[config.mk]
export PLATFORM = sky130hd
export DESIGN_NAME = swcl_ctrl
export DESIGN_NICKNAME = d
export VERILOG_FILES = /design/src/hw/rtl/swcl_pkg.sv /design/src/hw/rtl/swcl_ctrl.sv
export SDC_FILE = /design/constraint.sdc
export NUM_CORES = 1
export LEC_CHECK = 0
export BUFFER_PORTS_ARGS = -buffer_cell sky130_fd_sc_hd__buf_4
export CAP_MARGIN = 20
export CORE_AREA = 2 2 57 59
export CTS_CLUSTER_DIAMETER = 60
export DETAILED_ROUTE_END_ITERATION = 6
export DIE_AREA = 0 0 59 61
export PLACE_DENSITY = 0.51
export SLEW_MARGIN = 10
export SYNTH_ARGS = -nofsm -noshare
export SYNTH_HDL_FRONTEND = slang
export SYNTH_SLANG_ARGS = --single-unit
export TNS_END_PERCENT = 50
[constraint.sdc]
create_clock -name clk -period 5.2 [get_ports clk]
set_clock_uncertainty 0.1 [all_clocks]
set_input_delay 0.52 -clock clk [delete_from_list [all_inputs] [get_ports clk]]
set_output_delay 0.52 -clock clk [all_outputs]
set_load 0.005 [all_outputs]
[src/hw/rtl/swcl_pkg.sv]
// types and constants for the stroke width labeling block
package swcl_pkg;
  localparam logic [1:0] OP_PIXEL  = 2'd0;
  localparam logic [1:0] OP_FINISH = 2'd1;
  localparam logic [1:0] OP_QUERY  = 2'd2;
  // reserved code, only frame_start acts
  localparam logic [1:0] OP_NONE   = 2'd3;
  localparam logic [15:0] NO_STROKE = 16'hFFFF;
  localparam logic [10:0] WIDTH_RESET = 11'd640;
  // label table depth, tied to the 12 bit label fields
  localparam int MAX_LABELS = 4096;

  typedef enum logic [4:0] {
    S_IDLE, S_LBUF, S_NB, S_FIND_RD, S_FIND_WAIT, S_FIND_GP, S_FIND_GPW, S_FIND_WR,
    S_MERGE, S_ALLOC, S_OUT, S_FIN_RD, S_FIN_WAIT, S_FIN_GP, S_FIN_GPW, S_FIN_WR,
    S_Q_RD, S_Q_WAIT
  } state_t;

  // commands from controller to datapath
  typedef struct packed {
    logic       take_item;
    logic       lbuf_rd;
    logic       nb_latch;
    logic [1:0] nb_sel;
    logic       tab_rd_cur;
    logic       tab_rd_gp;
    logic       tab_wr_halve;
    logic       find_step;
    logic       merge;
    logic       alloc;
    logic       pixel_commit;
    logic       fin_init;
    logic       fin_rd;
    logic       fin_gp;
    logic       fin_wr;
    logic       q_rd;
    logic       out_load;
  } cmd_t;

  // status from datapath to controller
  typedef struct packed {
    logic [1:0] op;
    logic       nb_ok;
    logic       is_root;
    logic       fin_done;
  } status_t;

  // similar widths: both nonzero, no-stroke only to itself, max < 4*min
  function automatic logic similar(input logic [15:0] a, input logic [15:0] b);
    logic [15:0] hi;
    logic [15:0] lo;
    hi = (a > b) ? a : b;
    lo = (a > b) ? b : a;
    if (a == 16'd0 || b == 16'd0) return 1'b0;
    if (a == NO_STROKE || b == NO_STROKE) return a == b;
    return {2'b00, hi} < {lo, 2'b00};
  endfunction
endpackage

[src/hw/rtl/swcl_ctrl.sv]
// sequencer for pixel merging, renumbering and queries
module swcl_ctrl
  import swcl_pkg::*;
(
  input  logic    clk,
  input  logic    rst,
  input  logic    in_valid,
  output logic    in_ready,
  input  logic    out_busy,
  input  status_t sts,
  output cmd_t    cmd
);
  state_t state, state_next;
  logic [1:0] nb, nb_next;

  always_ff @(posedge clk) begin
    if (rst) begin
      state <= S_IDLE;
      nb <= 2'd0;
    end else begin
      state <= state_next;
      nb <= nb_next;
    end
  end

  always_comb begin
    state_next = state;
    nb_next = nb;
    cmd = '0;
    cmd.nb_sel = nb;
    in_ready = (state == S_IDLE) && !out_busy;
    unique case (state)
      S_IDLE: begin
        if (in_valid && !out_busy) begin
          cmd.take_item = 1'b1;
          state_next = S_LBUF;
        end
      end
      S_LBUF: begin
        unique case (sts.op)
          OP_PIXEL: begin
            cmd.lbuf_rd = 1'b1;
            nb_next = 2'd0;
            state_next = S_NB;
          end
          OP_FINISH: begin
            cmd.fin_init = 1'b1;
            state_next = S_FIN_RD;
          end
          OP_QUERY: state_next = S_Q_RD;
          default: begin
            cmd.out_load = 1'b1;
            state_next = S_IDLE;
          end
        endcase
      end
      S_NB: begin
        cmd.nb_latch = 1'b1;
        if (sts.nb_ok) state_next = S_FIND_RD;
        else if (nb == 2'd3) state_next = S_ALLOC;
        else nb_next = nb + 2'd1;
      end
      S_FIND_RD: begin
        cmd.tab_rd_cur = 1'b1;
        state_next = S_FIND_WAIT;
      end
      S_FIND_WAIT: begin
        if (sts.is_root) state_next = S_MERGE;
        else state_next = S_FIND_GP;
      end
      S_FIND_GP: begin
        cmd.tab_rd_gp = 1'b1;
        state_next = S_FIND_GPW;
      end
      S_FIND_GPW: state_next = S_FIND_WR;
      S_FIND_WR: begin
        cmd.tab_wr_halve = 1'b1;
        cmd.find_step = 1'b1;
        state_next = S_FIND_RD;
      end
      S_MERGE: begin
        cmd.merge = 1'b1;
        if (nb == 2'd3) state_next = S_ALLOC;
        else begin
          nb_next = nb + 2'd1;
          state_next = S_NB;
        end
      end
      S_ALLOC: begin
        cmd.alloc = 1'b1;
        state_next = S_OUT;
      end
      S_OUT: begin
        cmd.pixel_commit = 1'b1;
        cmd.out_load = 1'b1;
        state_next = S_IDLE;
      end
      S_FIN_RD: begin
        if (sts.fin_done) begin
          cmd.out_load = 1'b1;
          state_next = S_IDLE;
        end else begin
          cmd.fin_rd = 1'b1;
          state_next = S_FIN_WAIT;
        end
      end
      S_FIN_WAIT: state_next = S_FIN_GP;
      S_FIN_GP: begin
        cmd.fin_gp = 1'b1;
        state_next = S_FIN_GPW;
      end
      S_FIN_GPW: state_next = S_FIN_WR;
      S_FIN_WR: begin
        cmd.fin_wr = 1'b1;
        state_next = S_FIN_RD;
      end
      S_Q_RD: begin
        cmd.q_rd = 1'b1;
        state_next = S_Q_WAIT;
      end
      S_Q_WAIT: begin
        cmd.out_load = 1'b1;
        state_next = S_IDLE;
      end
      default: state_next = S_IDLE;
    endcase
  end
endmodule

==> reports/qor.yml <==
outcome:
  status: "complete, no violations"
floorplan:
  die_y_um: 61
  core_mm2: 0.00295
  start_util: 0.244
  num_rows: 20
  die-area_mm2: 0.00360
  die_w_um: 59
  io_pins: 28
cts:
  cts_inserted_buffers: 3
  ctsResizeCount: 0
  htree_levels: 1
  cts-root-buf: "clkbuf_4"
  cts_sinks: 7
  cts_tree: "done"
  clk_latency_ps: 250
  path_clk_slew_ps: 50
  clockBufferDepth: 2
  postCtsSetupRepairBufs: 0
  cts_hold_buf: 0
critical_path:
  crit_start: "state[0]"
  reg2reg_from: "state[0]"
  required_ps: 4580
  crit_fanout: 17
  endpoint_kind: "output port"
  criticalPathCategory: "reg -> out"
  critPathLaunchType: "register"
  critPathArrivalTime_ps: 2100
timing:
  tns_ps: 0
  tightest_slew_ps: 572
  slew_headroom: 0.618
  post-route-period-util: 0.523
  rsz0062_at_grt: "no"
  max_freq_mhz: 368
  hold_viol: 0
  setup_viol: 0
  finalCriticalPeriod_ps: 2720
  maxSlewViolCount: 0
placement:
  dp_hpwl_um: 1670
  post_dp_cell_area_um2: 927
  gp_congestion: 0.766
  io_buffers: 27
grt:
  antenna_found_initial: 0
  grtUsageMet2: 0.197
  overflow: 0
  use_met1: 0.159
  grt.total_usage: 0.123
  grt_first_pass_wirelength_um: 3370
  grt_max_degree: 18
  busiest_layer: "met2"
  grt_use_met3: 0.0256
  grt_pass1_vias: 736
cells_and_area:
  drive_above_1_share: 0.269
  nets: 141
  fillCellCount: 326
  regArea_um2: 140
  layout_commonest_cell: "buf_4"
  final_cell_area_um2: 953
  n_antenna_cell: 0
  multi_input_area_um2: 513
  syn_to_final_growth_pct: 32.1
  layout_common_cells: "27 x buf_4, 16 x nor2_1, 9 x nand2_1, 8 x inv_1, 7 x dfxtp_1"
power_and_ir_drop:
  p_switching_mw: 0.150
  peakVddDrop_mv: 0.0752
  combPwrFrac: 0.530
  p_sw_frac: 0.454
  p_leak_nw: 0.407
  seq_power_share: 0.318
  power_density_mw_per_mm2: 346
  p_total_mw: 0.330
  p_int_mw: 0.180
  power.share.clock: 0.153
route:
  first_iter_violations: 38
  firstDrtPassIters: 4
  viasPerCell: 5.33
  drc: 0
  route.vias.total: 868
  ant_nets: 0
  wirelength_um: 2200
  wl_per_cell_um: 13.5
worst_hold_path:
  hp-class: "in -> reg"
  min_from: "rst"
synth:
  synth_edf_count: 0
  async_reset_ff_frac: 0
  syn_area_um2: 722
  ys_seq_area_frac: 0.194
  synth_nets: 117
  synthFlopType: "dfxtp_1"
  yosys_register_bits: 7
  synth_warnings: 0
  synthDistinctLibCells: 36
  synth_cells: 107
  syn_area_per_cell_um2: 6.75
run:
  drv_cap: 0
==> logic make-up (layout without fill, tap and decap cells) <==
logic type,Yosys count,count (layout),synth area share
AND/OR/NAND/NOR,54,54,0.407
XOR/XNOR,1,1,0.0121
buffers and inverters,16,39,0.0953
flip-flops,7,7,0.194
adder cells (fa/ha/maj),1,1,0.0173
AO/OA/AOI/OAI,28,28,0.274
==> path summary, 6_finish.rpt <==
| path | to | slack [ps] | cells after the start |
|---|---|---|---|
| worst max-delay path | cmd[16] | 2480 | 4 |
| worst min-delay path | state[1] | 400 | 2 |
| worst max register to register | nb[0] | 3040 | 4 |
| worst min register to register | nb[1] | 410 | 2 |
==> flip-flops by register name, summed over array words and instances (netlist names) <==
signal / flops
state: 5
nb: 2
==> layout make-up <==
cell class,instances,share of cell area
timing repair buffer,27,0.213
sequential,7,0.147
multi-input combinational,84,0.538
tap,33,0.0433
clock buffer,4,0.0276
inverter,8,0.0315
==> routing by layer <==
metal	part of all wire	vias to the layer above
met5	0	-
met4	0.011	0
met3	0.060	4
met2	0.45	31
met1	0.48	405
li1	-	428
==> per-stage QoR <==
stage	util	hold WS (ps)	worst slack [ps]	std cells
finish	0.323	402	2480	163
global route	0.323	403	2370	163
CTS	0.323	395	2470	163
detailed placement	0.314	403	2760	159
global placement	0.314	393	2800	159
floorplan	-	391	3180	107
==> synth_stat cells (2+ instances only) <==
cell type  count  area share
nor4_1         2       0.017
or4_1          2       0.021
or3_1          3       0.026
o211ai_1       2       0.021
nor2_1        16       0.083
a21o_1         3       0.031
nand2b_1       5       0.043
nor3_1         5       0.035
o31a_1         2       0.024
a21oi_1        5       0.035
inv_1          8       0.042
a31oi_1        5       0.043
nand2_1        9       0.047
clkbuf_1       4       0.021
nor4b_1        2       0.024
nor2b_1        2       0.017
o21ai_0        5       0.035
nand3b_1       2       0.021
dfxtp_1        7        0.19
buf_4          2       0.021
==> critical path, stage by stage, from the launching register on <==
cell and delay (ps):
dfxtp_1 640, or3b_4 470, or4_1 550, inv_1 80
buf_4 100
==> power groups by stage <==
stage	clock network [mW]	registers, mW	logic [mW]
after floorplan	0	0.0789	0.139
after global placement	0	0.104	0.170
after detailed placement	0	0.105	0.173
after CTS	0.0530	0.104	0.174
after global routing	0.0543	0.108	0.195
final	0.0503	0.105	0.175
No activity file was read; power rests on OpenSTA's default activity.
